[config.mk]
export PLATFORM = sky130hd
export DESIGN_NAME = camera_frame_header_deframer
export DESIGN_NICKNAME = d
export VERILOG_FILES = /design/src/cfhd_pkg.sv /design/src/camera_frame_header_deframer.sv
export SDC_FILE = /design/constraint.sdc
export NUM_CORES = 1
export LEC_CHECK = 0
export BUFFER_PORTS_ARGS = -buffer_cell sky130_fd_sc_hd__buf_2
export CORE_ASPECT_RATIO = 0.8
export CORE_MARGIN = 3
export CORE_UTILIZATION = 55
export DETAILED_ROUTE_END_ITERATION = 7
export PLACE_DENSITY = 0.82
export RECOVER_POWER = 25
export SLEW_MARGIN = 5
export SYNTH_ARGS = -nofsm -noshare
export SYNTH_HDL_FRONTEND = slang
export SYNTH_SLANG_ARGS = --single-unit
export TNS_END_PERCENT = 50
[constraint.sdc]
create_clock -name i_clk -period 37.9 [get_ports i_clk]
set_input_delay 7.58 -clock i_clk [delete_from_list [all_inputs] [get_ports i_clk]]
set_output_delay 7.58 -clock i_clk [all_outputs]
set_load 0.01 [all_outputs]
[src/cfhd_pkg.sv]
// Shared types and constants for the camera frame header deframer.
// Holds header layout, result codes and register indexes; no dependencies.

package cfhd_pkg;

    // header layout, byte positions within the 24-byte header
    localparam int          HDR_INDEX_BITS = 5;
    localparam logic [4:0]  IDX_MAGIC_END  = 5'd3;
    localparam logic [4:0]  IDX_VERSION    = 5'd4;
    localparam logic [4:0]  IDX_DEVICE     = 5'd5;
    localparam logic [4:0]  IDX_EVENT_BEG  = 5'd8;
    localparam logic [4:0]  IDX_EVENT_END  = 5'd15;
    localparam logic [4:0]  IDX_SIZE_BEG   = 5'd16;
    localparam logic [4:0]  IDX_SIZE_END   = 5'd19;
    localparam logic [4:0]  IDX_HDR_LAST   = 5'd23;

    // result kinds
    localparam logic [1:0]  KIND_HDR_OK    = 2'd0;
    localparam logic [1:0]  KIND_HDR_BAD   = 2'd1;
    localparam logic [1:0]  KIND_PAYLOAD   = 2'd2;

    // error codes
    localparam logic [2:0]  ERR_NONE       = 3'd0;
    localparam logic [2:0]  ERR_MAGIC      = 3'd1;
    localparam logic [2:0]  ERR_VERSION    = 3'd2;
    localparam logic [2:0]  ERR_DEVICE     = 3'd3;
    localparam logic [2:0]  ERR_SIZE       = 3'd4;

    // configuration register indexes
    localparam int          CFG_INDEX_BITS = 2;
    localparam logic [1:0]  CFG_MAGIC      = 2'd0;
    localparam logic [1:0]  CFG_VERSION    = 2'd1;
    localparam logic [1:0]  CFG_DEV_COUNT  = 2'd2;
    localparam logic [1:0]  CFG_MAX_BYTES  = 2'd3;

    // register reset values
    localparam logic [31:0] RST_MAGIC      = 32'hCAFEBABE;
    localparam logic [7:0]  RST_VERSION    = 8'd2;
    localparam logic [7:0]  RST_DEV_COUNT  = 8'd4;
    localparam logic [23:0] RST_MAX_BYTES  = 24'd500000;

    localparam int          OUT_DATA_BITS  = 120;

    // one result item
    typedef struct packed {
        logic [1:0]  kind;
        logic [2:0]  error_code;
        logic [7:0]  source_dev;
        logic [63:0] corr_key;
        logic [31:0] payload_size;
        logic [7:0]  payload_byte;
        logic        last;
    } t_result;

endpackage

[src/camera_frame_header_deframer.sv]
// Camera frame header deframer: splits a connection byte stream into
// header results and flagged payload bytes.
// Depends on cfhd_pkg for layout, codes and the result type.
//
// Usage:
//   s_axis carries one stream byte per request: tdata[7:0] is the byte,
//   tuser[0] marks the first byte of a new connection.
//   m_axis carries one result per request: tuser[1:0] is the kind, tlast
//   flags the last payload byte, tdata holds the header fields and byte.
//   The config channel writes one register per request (index, data); it is
//   always ready and is meant to be written while the stream is idle.
// Timing:
//   one byte is taken every cycle while s_axis tready is high; results are
//   registered. All work for a byte sits between the input handshake and
//   the output register, so throughput is one byte per cycle while s_axis
//   tready is high. Header byte 24 runs the field checks (32-bit compares).
// Reset and stall:
//   reset returns to header collection with the registers at their defaults.
//   When m_axis stalls, one more result is held in a skid register; s_axis
//   tready drops only while that skid register is full.

module camera_frame_header_deframer #(
    parameter int PAYLOAD_COUNT_BITS = 24
) (
    input  logic         i_clk,
    input  logic         i_rst_n,
    // input stream
    input  logic         s_axis_tvalid,
    output logic         s_axis_tready,
    input  logic [7:0]   s_axis_tdata,   // [7:0] data_byte
    input  logic [0:0]   s_axis_tuser,   // [0] new_connection
    // result stream
    output logic         m_axis_tvalid,
    input  logic         m_axis_tready,
    output logic [cfhd_pkg::OUT_DATA_BITS-1:0] m_axis_tdata,
    // [2:0] error_code, [10:3] source_dev, [74:11] corr_key,
    // [106:75] payload_size, [114:107] payload_byte, [119:115] zero
    output logic [1:0]   m_axis_tuser,   // [1:0] kind
    output logic         m_axis_tlast,   // last
    // configuration writes
    input  logic         i_cfg_valid,
    output logic         o_cfg_ready,
    input  logic [cfhd_pkg::CFG_INDEX_BITS-1:0] i_cfg_index,
    input  logic [31:0]  i_cfg_data
);

    typedef enum logic [1:0] {
        PH_HEADER  = 2'd0,
        PH_PAYLOAD = 2'd1,
        PH_DROP    = 2'd2
    } t_phase;

    localparam logic [PAYLOAD_COUNT_BITS-1:0] LEFT_ONE = PAYLOAD_COUNT_BITS'(1);

    // configuration registers
    logic [31:0] r_exp_magic;
    logic [7:0]  r_exp_version;
    logic [7:0]  r_dev_count;
    logic [23:0] r_max_bytes;

    // frame state
    t_phase                  r_phase,   n_phase;
    logic [4:0]              r_index,   n_index;
    logic [31:0]             r_magic,   n_magic;
    logic [7:0]              r_version, n_version;
    logic [7:0]              r_device,  n_device;
    logic [63:0]             r_event,   n_event;
    logic [31:0]             r_size,    n_size;
    logic [PAYLOAD_COUNT_BITS-1:0] r_left, n_left;

    // output register and skid
    logic                 r_out_valid;
    cfhd_pkg::t_result    r_out;
    logic                 r_skid_valid;
    cfhd_pkg::t_result    r_skid;

    logic                 in_acc;
    logic                 out_pop;
    logic                 res_valid;
    cfhd_pkg::t_result    res;
    logic [2:0]           err;
    logic [63:0]          size_ext;

    assign in_acc        = s_axis_tvalid && s_axis_tready;
    assign out_pop       = r_out_valid && m_axis_tready;
    assign s_axis_tready = !r_skid_valid;
    assign o_cfg_ready   = 1'b1;

    // configuration write decode
    always_ff @(posedge i_clk) begin
        if (!i_rst_n) begin
            r_exp_magic   <= cfhd_pkg::RST_MAGIC;
            r_exp_version <= cfhd_pkg::RST_VERSION;
            r_dev_count   <= cfhd_pkg::RST_DEV_COUNT;
            r_max_bytes   <= cfhd_pkg::RST_MAX_BYTES;
        end else if (i_cfg_valid && o_cfg_ready) begin
            unique case (i_cfg_index)
                cfhd_pkg::CFG_MAGIC:     r_exp_magic   <= i_cfg_data;
                cfhd_pkg::CFG_VERSION:   r_exp_version <= i_cfg_data[7:0];
                cfhd_pkg::CFG_DEV_COUNT: r_dev_count   <= i_cfg_data[7:0];
                cfhd_pkg::CFG_MAX_BYTES: r_max_bytes   <= i_cfg_data[23:0];
                default: ;
            endcase
        end
    end

    // per-byte next state and result
    always_comb begin
        n_phase   = r_phase;
        n_index   = r_index;
        n_magic   = r_magic;
        n_version = r_version;
        n_device  = r_device;
        n_event   = r_event;
        n_size    = r_size;
        n_left    = r_left;
        res_valid = 1'b0;
        err       = cfhd_pkg::ERR_NONE;
        size_ext  = 64'd0;

        // a new connection restarts header collection on this byte
        if (s_axis_tuser[0]) begin
            n_phase   = PH_HEADER;
            n_index   = 5'd0;
            n_magic   = 32'd0;
            n_version = 8'd0;
            n_device  = 8'd0;
            n_event   = 64'd0;
            n_size    = 32'd0;
            n_left    = '0;
        end

        unique case (n_phase)
            PH_HEADER: begin
                // shift the byte into its field
                if (n_index <= cfhd_pkg::IDX_MAGIC_END) begin
                    n_magic = {n_magic[23:0], s_axis_tdata};
                end else if (n_index == cfhd_pkg::IDX_VERSION) begin
                    n_version = s_axis_tdata;
                end else if (n_index == cfhd_pkg::IDX_DEVICE) begin
                    n_device = s_axis_tdata;
                end else if (n_index >= cfhd_pkg::IDX_EVENT_BEG &&
                             n_index <= cfhd_pkg::IDX_EVENT_END) begin
                    n_event = {n_event[55:0], s_axis_tdata};
                end else if (n_index >= cfhd_pkg::IDX_SIZE_BEG &&
                             n_index <= cfhd_pkg::IDX_SIZE_END) begin
                    n_size = {n_size[23:0], s_axis_tdata};
                end

                if (n_index != cfhd_pkg::IDX_HDR_LAST) begin
                    n_index = n_index + 5'd1;
                end else begin
                    // header complete: check fields in order
                    n_index  = 5'd0;
                    size_ext = {32'd0, n_size};
                    if (n_magic != r_exp_magic)
                        err = cfhd_pkg::ERR_MAGIC;
                    else if (n_version != r_exp_version)
                        err = cfhd_pkg::ERR_VERSION;
                    else if (n_device >= r_dev_count)
                        err = cfhd_pkg::ERR_DEVICE;
                    else if (n_size == 32'd0 || n_size > {8'd0, r_max_bytes} ||
                             (size_ext >> PAYLOAD_COUNT_BITS) != 64'd0)
                        err = cfhd_pkg::ERR_SIZE;
                    res_valid = 1'b1;
                    if (err != cfhd_pkg::ERR_NONE) begin
                        n_phase = PH_DROP;
                    end else begin
                        n_phase = PH_PAYLOAD;
                        n_left  = n_size[PAYLOAD_COUNT_BITS-1:0];
                    end
                end
            end
            PH_PAYLOAD: begin
                res_valid = 1'b1;
                if (n_left <= LEFT_ONE) begin
                    n_phase = PH_HEADER;
                    n_index = 5'd0;
                    n_left  = '0;
                end else begin
                    n_left = n_left - LEFT_ONE;
                end
            end
            default: ;
        endcase

        // result fields
        res.source_dev   = n_device;
        res.corr_key     = n_event;
        res.payload_size = n_size;
        res.error_code   = err;
        if (r_phase == PH_PAYLOAD && !s_axis_tuser[0]) begin
            res.kind         = cfhd_pkg::KIND_PAYLOAD;
            res.payload_byte = s_axis_tdata;
            res.last         = (r_left <= LEFT_ONE);
        end else begin
            res.kind         = (err != cfhd_pkg::ERR_NONE) ? cfhd_pkg::KIND_HDR_BAD
                                                           : cfhd_pkg::KIND_HDR_OK;
            res.payload_byte = 8'd0;
            res.last         = 1'b0;
        end
    end

    // frame state registers
    always_ff @(posedge i_clk) begin
        if (!i_rst_n) begin
            r_phase   <= PH_HEADER;
            r_index   <= 5'd0;
            r_magic   <= 32'd0;
            r_version <= 8'd0;
            r_device  <= 8'd0;
            r_event   <= 64'd0;
            r_size    <= 32'd0;
            r_left    <= '0;
        end else if (in_acc) begin
            r_phase   <= n_phase;
            r_index   <= n_index;
            r_magic   <= n_magic;
            r_version <= n_version;
            r_device  <= n_device;
            r_event   <= n_event;
            r_size    <= n_size;
            r_left    <= n_left;
        end
    end

    // output register with one-deep skid
    always_ff @(posedge i_clk) begin
        if (!i_rst_n) begin
            r_out_valid  <= 1'b0;
            r_skid_valid <= 1'b0;
        end else begin
            if (r_skid_valid) begin
                if (out_pop) begin
                    r_out        <= r_skid;
                    r_skid_valid <= 1'b0;
                end
            end else if (in_acc && res_valid) begin
                if (!r_out_valid || out_pop) begin
                    r_out       <= res;
                    r_out_valid <= 1'b1;
                end else begin
                    r_skid       <= res;
                    r_skid_valid <= 1'b1;
                end
            end else if (out_pop) begin
                r_out_valid <= 1'b0;
            end
        end
    end

    assign m_axis_tvalid = r_out_valid;
    assign m_axis_tuser  = r_out.kind;
    assign m_axis_tlast  = r_out.last;
    assign m_axis_tdata  = {5'd0, r_out.payload_byte, r_out.payload_size,
                            r_out.corr_key, r_out.source_dev, r_out.error_code};

    // skid holds data only behind a full output register
    a_skid_behind_out: assert property (@(posedge i_clk) disable iff (!i_rst_n)
        r_skid_valid |-> r_out_valid)
        else $error("skid register full while output register empty");

    // a payload in progress always has bytes left
    a_payload_left: assert property (@(posedge i_clk) disable iff (!i_rst_n)
        (r_phase == PH_PAYLOAD) |-> (r_left != '0))
        else $error("payload phase with zero bytes left");

    // dropping holds until a new connection
    a_drop_holds: assert property (@(posedge i_clk) disable iff (!i_rst_n)
        (in_acc && r_phase == PH_DROP && !s_axis_tuser[0]) |=> (r_phase == PH_DROP))
        else $error("left drop phase without a new connection");

    // header index stays within the header
    a_index_range: assert property (@(posedge i_clk) disable iff (!i_rst_n)
        r_index <= cfhd_pkg::IDX_HDR_LAST)
        else $error("header index beyond header length");

endmodule

# [Yosys cells after proc, flatten, opt, wreduce, memory -nomap -nowiden]
# Cells that the tools add are included.
[totals] regBits=485 latchBits=0 ram_bits=0 rom_bits=0 inputBits=48 out_inout_bits=126 wordCells=148 memories=0
[classes] addsub=2 n_mul=0 div=0 magnitude_cmp=9 n_eq_ne=12 shifts=0 n_mux=67 n_bitwise=2 n_reduce_logical=28
[op_table] op="$mux W118" n=4
[op_table] op="$mux W32" n=12
[op_table] op="$mux W64" n=6
[op_table] op="$mux W24" n=4
[op_table] op="$mux W8" n=11
[op_table] op="$reduce_bool A64 Y1" n=1
[op_table] op="$le A24 B1 Y1 const B" n=2
[op_table] op="$pmux W24 S2" n=1
[op_table] op="$gt A32 B24 Y1" n=1
[op_table] op="$logic_not A32 Y1" n=1
[op_table] op="$ne A32 B32 Y1" n=1
[op_table] op="$mux W3" n=8
[op_table] op="$sub A24 B1 Y24 const B" n=1
[op_table] op="$mux W5" n=3
[op_table] op="$eq A5 B3 Y1 const B" n=2
[op_table] op="$mux W2" n=5
[op_table] op="$pmux W5 S2" n=1
[op_table] op="$mux W1" n=9
[op_table] op="$mux W9" n=1
[op_table] op="$ge A8 B8 Y1" n=1
[op_table] op="$ne A8 B8 Y1" n=1
[op_table] op="$reduce_and A2 Y1" n=4
[op_table] op="$reduce_and A4 Y1" n=2
[op_table] op="$eq A2 B1 Y1 const B" n=3
[op_table] op="19 further kinds" n=35

# [Logic depth before layout (Yosys ltp)]
[depth] depth_word=26 ltp_mapped=30 depth_no_buf=19

# [Worst setup path before layout]
# No wires, ideal clock.
[synth_path] path_type="input to register" from="in s_axis_tuser" to="reg r_skid[0] in the netlist's numbering, enable pin" setup_time_ns=0.739 arrival_ns=17.938 t_required_ns=37.161 path_slack_ns=19.223 path_stages=13 n_path_buf=7 cell_sequence="buf_2 clkbuf_1 buf_2 buf_1 buf_1 buf_1 clkbuf_1 nor2b_1 ha_1 nand2_1 nor2_1 o211ai_1 nor3_1"
[synth_between] elab_chain_cells=6 elab_cells_between_ends=9 classes_between="eq/ne: 2; mux: 4; reduce/logical: 3"
[synth_rtl] item="start, declared" line_no="camera_frame_header_deframer.sv:31" rtl="input logic [0:0] s_axis_tuser,"
[synth_rtl] item="$mux W5" line_no="camera_frame_header_deframer.sv:122" rtl="if (s_axis_tuser[0]) begin"
[synth_rtl] item="$ne A5 B5 Y1" line_no="camera_frame_header_deframer.sv:150" rtl="if (n_index != cfhd_pkg::IDX_HDR_LAST) begin"
[synth_rtl] item="$mux W1" line_no="camera_frame_header_deframer.sv:150"
[synth_rtl] item="$pmux W1 S2 *" line_no="camera_frame_header_deframer.sv:133" rtl="unique case (n_phase)"
[synth_rtl] item="$logic_and A1 B1 Y1 *" line_no="camera_frame_header_deframer.sv:238" rtl="end else if (in_acc && res_valid) begin"
[synth_rtl] item="$reduce_and A4 Y1 (no line) *"
[synth_rtl] item="end signal, assigned" line_no="camera_frame_header_deframer.sv:243" rtl="r_skid <= res;"
[synth_rtl] item="end, declared" line_no="camera_frame_header_deframer.sv:75" rtl="cfhd_pkg::t_result r_skid;"
# Mark *: on every way between the ends. The rest lies on a longest branch, timed or not.
# A chain may end at the register's enable or synchronous reset.

# [Final worst setup path]
[layout_path] from="in s_axis_tuser" to="reg r_left[23]"
[layout_between] elab_chain_cells=22 elab_cells_between_ends=55 classes_between="add/sub: 1; order compare: 8; eq/ne: 6; mux: 32; reduce/logical: 8"
[layout_rtl] item="$mux W5" line_no="camera_frame_header_deframer.sv:122"
[layout_rtl] item="$ge A5 B5 Y1 / $le A5 B5 Y1 (equally long branches)" line_no="camera_frame_header_deframer.sv:145, camera_frame_header_deframer.sv:146"
[layout_rtl] item="$logic_and A1 B1 Y1" line_no="camera_frame_header_deframer.sv:145" rtl="end else if (n_index >= cfhd_pkg::IDX_SIZE_BEG &&"
[layout_rtl] item="$mux W32" line_no="camera_frame_header_deframer.sv:145"
[layout_rtl] item="$mux W32" line_no="camera_frame_header_deframer.sv:142" rtl="end else if (n_index >= cfhd_pkg::IDX_EVENT_BEG &&"
[layout_rtl] item="$mux W32" line_no="camera_frame_header_deframer.sv:140" rtl="end else if (n_index == cfhd_pkg::IDX_DEVICE) begin"
[layout_rtl] item="$mux W32" line_no="camera_frame_header_deframer.sv:138" rtl="end else if (n_index == cfhd_pkg::IDX_VERSION) begin"
[layout_rtl] item="$mux W32" line_no="camera_frame_header_deframer.sv:136" rtl="if (n_index <= cfhd_pkg::IDX_MAGIC_END) begin"
[layout_rtl] item="[... 6 more ...]"
[layout_rtl] item="$mux W3" line_no="camera_frame_header_deframer.sv:158" rtl="else if (n_version != r_exp_version)"
[layout_rtl] item="$mux W3" line_no="camera_frame_header_deframer.sv:156" rtl="if (n_magic != r_exp_magic)"
[layout_rtl] item="$mux W3" line_no="camera_frame_header_deframer.sv:150"
[layout_rtl] item="$mux W3" line_no="camera_frame_header_deframer.sv:133"
[layout_rtl] item="$reduce_bool A3 Y1" line_no="camera_frame_header_deframer.sv:166" rtl="if (err != cfhd_pkg::ERR_NONE) begin"
[layout_rtl] item="$mux W24" line_no="camera_frame_header_deframer.sv:166"
[layout_rtl] item="$mux W24" line_no="camera_frame_header_deframer.sv:150"
[layout_rtl] item="$pmux W24 S2 *" line_no="camera_frame_header_deframer.sv:133"
[layout_rtl] item="end signal, assigned" line_no="camera_frame_header_deframer.sv:223" rtl="r_left <= n_left;"
[layout_rtl] item="end, declared" line_no="camera_frame_header_deframer.sv:69" rtl="logic [PAYLOAD_COUNT_BITS-1:0] r_left, n_left;"
# Mark *: on every way between the ends. The rest lies on a longest branch, timed or not. The select of a mux whose other input is x is not followed.

==> PnR_summary.wiki <==
{| class="wikitable"
! Metric !! Value
|-
| Worst path setup slack after routing || 21.62 ns
|-
| Warning count from the yosys run || 0
|-
| Critical Path Start || s_axis_tuser
|-
| Clk sink count || about 490
|-
| Total I/O pin count || approximately 170
|-
| CP Cell Sequence || clkbuf_1 -> clkbuf_1 -> inv_2 -> nand2_1 -> ha_1 -> nor4_2 -> buf_4 -> mux2i_1 -> nor2_1 -> ha_1 -> and3_1 -> a221o_1 -> a221o_1 -> o21ai_0 -> and4_1 -> nand4b_1 -> or3_1 -> a41oi_1 -> a31oi_1
|-
| Register clock-pin slew on the reported worst setup and hold paths || 0.06 ns
|-
| Failing checks || max-capacitance violations, max-slew violations
|-
| Total power after layout || about 1.1 mW
|-
| IO buf count || 167
|-
| Achievable clock frequency || around 60 MHz
|-
| Post-synthesis area per instance || between 9 and 10 um^2
|-
| Power dissipated by switching net loads || between 200 and 300 uW
|-
| Cells on Worst Hold Path || 2
|-
| Placeable core region || 41300 um^2
|-
| Average wire per cell in the routed design || approximately 21 um
|-
| Count of antenna-violating nets left after detailed routing || 0
|-
| Residual DRC || 0
|-
| Worst path required time || between 30 and 40 ns
|-
| Fraction of power spent switching nets || 0.228
|-
| Worst supply voltage drop on vdd || between 0.02 and 0.03 mV
|-
| Worst reg2reg startpoint || r_index[0]
|-
| Transition at the pin with the smallest max-transition slack || around 4.6 ns
|-
| Final nets || around 2600
|-
| Areal power density over the cells || 43.2 nW/um^2
|-
| Pre-CTS setup slack || 23.92 ns
|-
| Synthesis-to-finish area growth || 10.6%
|-
| Setup repair after global routing missed its margin || false
|-
| Count of flip-flops with a built-in enable after synthesis || between 200 and 250
|-
| Dominant delay contributor by cell family on the critical path || buffers and inverters
|-
| CP max stage delay || roughly 1.9 ns
|-
| Cell type of the slowest stage on the worst timing path || sky130_fd_sc_hd__clkbuf_1
|-
| Buffers plus inverters on the worst setup path || 4
|-
| Maximum number of pins on one net before global-route repair || roughly 130
|-
| Max-cap violations || 5
|-
| Setup CP Type || primary input to flip-flop
|-
| P_leak || 9.14 nW
|-
| Most used cells in the layout excluding fill and tap cells || sky130_fd_sc_hd__nand2_1 (534), sky130_fd_sc_hd__dfxtp_1 (249), sky130_fd_sc_hd__edfxtp_1 (236)
|-
| Post-Synthesis Cells || ~2500
|-
| Crit path launch type || primary input
|-
| Count of final max-slew check failures || around 360
|-
| Classification of the worst-slack hold path || flip-flop to flip-flop
|-
| Post-synth top flop || sky130_fd_sc_hd__dfxtp_1
|-
| Maximum buffer depth of the clock tree || 3
|-
| Endpoint type of the worst setup path || flip-flop
|-
| Number of DRC markers in iteration 0 || ~2500
|-
| Count of hold buffers inserted by post-cts repair || 0
|-
| Number of register bits inferred by synthesis || around 490
|-
| Final weighted congestion in routability-driven placement || between 0.9 and 1
|-
| Portion of total power attributed to sequential cells || 0.501
|-
| Unique cell type count in the Yosys netlist || 77
|-
| Number of antenna repair diodes || 0
|-
| Level count of the clock H-tree || 2
|-
| GRT overflow || 0
|-
| Outcome || finished, violations left
|-
| CTS tree || built
|-
| Total via count after detailed routing || between 15000 and 20000
|-
| Clock power share || 0.440
|-
| Worst Path Max Fanout || a little under 60
|-
| Post-layout minimum cycle time || around 16 ns
|-
| Combinational group share of total power || 0.059
|-
| Critical path data arrival time || between 15 and 20 ns
|-
| Async S/R FF share, synth || 0
|-
| First-pass iteration count of the detailed router || 7
|-
| # fillers || between 3000 and 4000
|-
| Hold path start || r_magic[10]
|-
| Clock latency at the later pin of the worst-skew pair || 0.58 ns
|-
| Post-synthesis cell area || 23400 um^2
|-
| Total routing resource utilization after global routing || 0.280
|-
| Final TNS setup || 0 ns
|-
| Wire length of the first global-routing pass || 101000 um
|-
| Row cnt || 66
|-
| Number of global-route vias before repair || ~18000
|-
| DPL Wire Length || roughly 43000 um
|-
| Period utilisation layout || 0.430
|-
| Die width || 237 um
|-
| Final setup violation count || 0
|-
| Part of the Yosys area used for sequential elements || 0.516
|-
| Detailed-route vias per instance || 6.13
|-
| Clock buffer count from CTS || 48
|-
| Most common cell after layout, fill and taps aside || sky130_fd_sc_hd__nand2_1
|-
| Number of antenna violations at the first check in global routing || 0
|-
| Final Hold Viols || 0
|-
| Number of resized instances in the post-cts repair step || 0
|-
| Cell internal pwr || 863 uW
|-
| Initial cell density of the core || 0.567
|-
| Path length in cells of the critical path || 19
|-
| Rel. slew slack || -2.04
|-
| Area of the die || 45100 um^2
|-
| Detailed Route WL || about 65000 um
|-
| Post-Route Skew || ~0.012 ns
|-
| Cell at the root of the clock tree || sky130_fd_sc_hd__clkbuf_16
|-
| Y dimension of the die || about 190 um
|-
| Design Area, Final || roughly 26000 um^2
|-
| Share of final-layout standard cells stronger than drive strength 1 || 0.110
|-
| Setup Fix Bufs, Post-CTS || 0
|-
| Total placed instance area || about 24000 um^2
|-
| Number of cell instances on the worst register-to-register path || 17
|}
==> metrics by stage <==
step	hold WS (ns)	util	std cells
after floorplan	0.436	-	2461
after global placement	0.448	0.592	3006
after detailed placement	0.454	0.592	3006
after CTS	0.462	0.631	3095
after global routing	0.498	0.627	3095
final	0.464	0.627	3095
==> flip-flops by register name, indices dropped and copies added (netlist names), 8 cells and up <==
signal / cells
m_axis_tdata: 115
r_dev_count: 8
r_device: 8
r_event: 64
r_exp_magic: 32
r_exp_version: 8
r_left: 24
r_magic: 32
r_max_bytes: 24
r_size: 32
r_skid: 118
r_version: 8
==> cell usage after synthesis, types with 4 or more instances <==
cell | count | area (um^2)
sky130_fd_sc_hd__o211ai_1 | 16 | 120
sky130_fd_sc_hd__a22oi_1 | 20 | 150
sky130_fd_sc_hd__dfxtp_1 | 249 | 4980
sky130_fd_sc_hd__o21ai_1 | 13 | 65.1
sky130_fd_sc_hd__a21oi_1 | 130 | 651
sky130_fd_sc_hd__buf_4 | 7 | 52.6
sky130_fd_sc_hd__nor2b_1 | 60 | 375
sky130_fd_sc_hd__a21o_1 | 15 | 113
sky130_fd_sc_hd__o21bai_1 | 4 | 30.0
sky130_fd_sc_hd__or2_2 | 6 | 37.5
sky130_fd_sc_hd__and4_1 | 5 | 43.8
sky130_fd_sc_hd__nor3_1 | 44 | 220
sky130_fd_sc_hd__o221ai_1 | 9 | 78.8
sky130_fd_sc_hd__or4_1 | 5 | 37.5
sky130_fd_sc_hd__ha_1 | 38 | 475
sky130_fd_sc_hd__nor4_1 | 31 | 194
sky130_fd_sc_hd__mux2_2 | 111 | 1250
sky130_fd_sc_hd__o31ai_1 | 13 | 97.6
sky130_fd_sc_hd__o21a_1 | 13 | 97.6
sky130_fd_sc_hd__buf_2 | 16 | 80.1
sky130_fd_sc_hd__or3_1 | 7 | 43.8
sky130_fd_sc_hd__edfxtp_1 | 236 | 7090
sky130_fd_sc_hd__clkbuf_1 | 141 | 529
sky130_fd_sc_hd__mux2i_1 | 35 | 350
sky130_fd_sc_hd__nor3b_1 | 44 | 330
sky130_fd_sc_hd__nand2b_1 | 4 | 25.0
sky130_fd_sc_hd__a21boi_0 | 129 | 968
sky130_fd_sc_hd__buf_1 | 21 | 78.8
sky130_fd_sc_hd__a211oi_1 | 7 | 52.6
sky130_fd_sc_hd__a221o_1 | 4 | 40.0
sky130_fd_sc_hd__inv_1 | 58 | 218
sky130_fd_sc_hd__and2_1 | 5 | 31.3
sky130_fd_sc_hd__nand4_1 | 13 | 81.3
sky130_fd_sc_hd__a41oi_1 | 6 | 52.6
sky130_fd_sc_hd__a31oi_1 | 30 | 188
sky130_fd_sc_hd__xnor2_1 | 18 | 158
sky130_fd_sc_hd__nand2_1 | 535 | 2010
sky130_fd_sc_hd__nor2_1 | 132 | 495
sky130_fd_sc_hd__o2111ai_1 | 4 | 35.0
sky130_fd_sc_hd__o21ai_0 | 60 | 300
sky130_fd_sc_hd__xor2_1 | 22 | 193
sky130_fd_sc_hd__and3_1 | 35 | 219
sky130_fd_sc_hd__nand3_1 | 49 | 245
==> layout make-up <==
class / instances / area (um^2) / area share
Timing Repair Buffer: 190 / 845 / 0.0326
Multi-Input combinational cell: 1728 / 10400 / 0.403
Sequential cell: 485 / 12100 / 0.466
Clock buffer: 68 / 1340 / 0.0516
Tap cell: 544 / 681 / 0.0263
Clock inverter: 21 / 289 / 0.0112
Inverter: 59 / 224 / 0.00865
==> cell families (layout without fill, tap and decap cells) <==
logic type / Yosys count / after routing / synth area share
AOI/OAI and AO/OA: 498 / 498 / 0.139
xor gates and xnor gates: 40 / 40 / 0.0150
adders and majority gates: 38 / 38 / 0.0203
buffers and inverters: 248 / 338 / 0.0428
DFF: 485 / 485 / 0.516
muxes: 146 / 146 / 0.0684
other: 2 / 6 / 0.000321
and+or+nand+nor: 1000 / 1000 / 0.198
==> layer usage <==
layer | global-route usage | wire length [um]
met1 | 0.401 | 28000
met2 | 0.424 | 28400
met3 | 0.0632 | 6390
met4 | 0.0879 | 2030
met5 | 0 | 0
==> power groups by stage <==
stage	clock (mW)	sequential [mW]	combinational (mW)
5_1_grt	0.520	0.561	0.0722
4_1_cts	0.497	0.560	0.0637
3_3_place_gp	0	0.571	0.0620
6_report	0.492	0.560	0.0660
3_5_place_dp	0	0.571	0.0633
2_1_floorplan	0	0.568	0.0454
==> worst register-to-register path, delay by kind of cell, from the launching register on <==
family | cells | cell delay (ns)
AOI/OAI and AO/OA | 5 | 1.31
adders and majority gates | 2 | 0.82
buffers and inverters | 1 | 0.48
DFF | 1 | 0.44
muxes | 1 | 0.32
and+or+nand+nor | 8 | 3.29
==> path summary, 6_finish.rpt <==
| path | endpoint | slack, ns |
|---|---|---|
| max | r_left[23] | 21.62 |
| min | r_magic[10] | 0.46 |
| max reg2reg | r_left[23] | 31.08 |
| min reg2reg | r_magic[10] | 0.46 |
No activity file was read; power rests on OpenSTA's default activity.
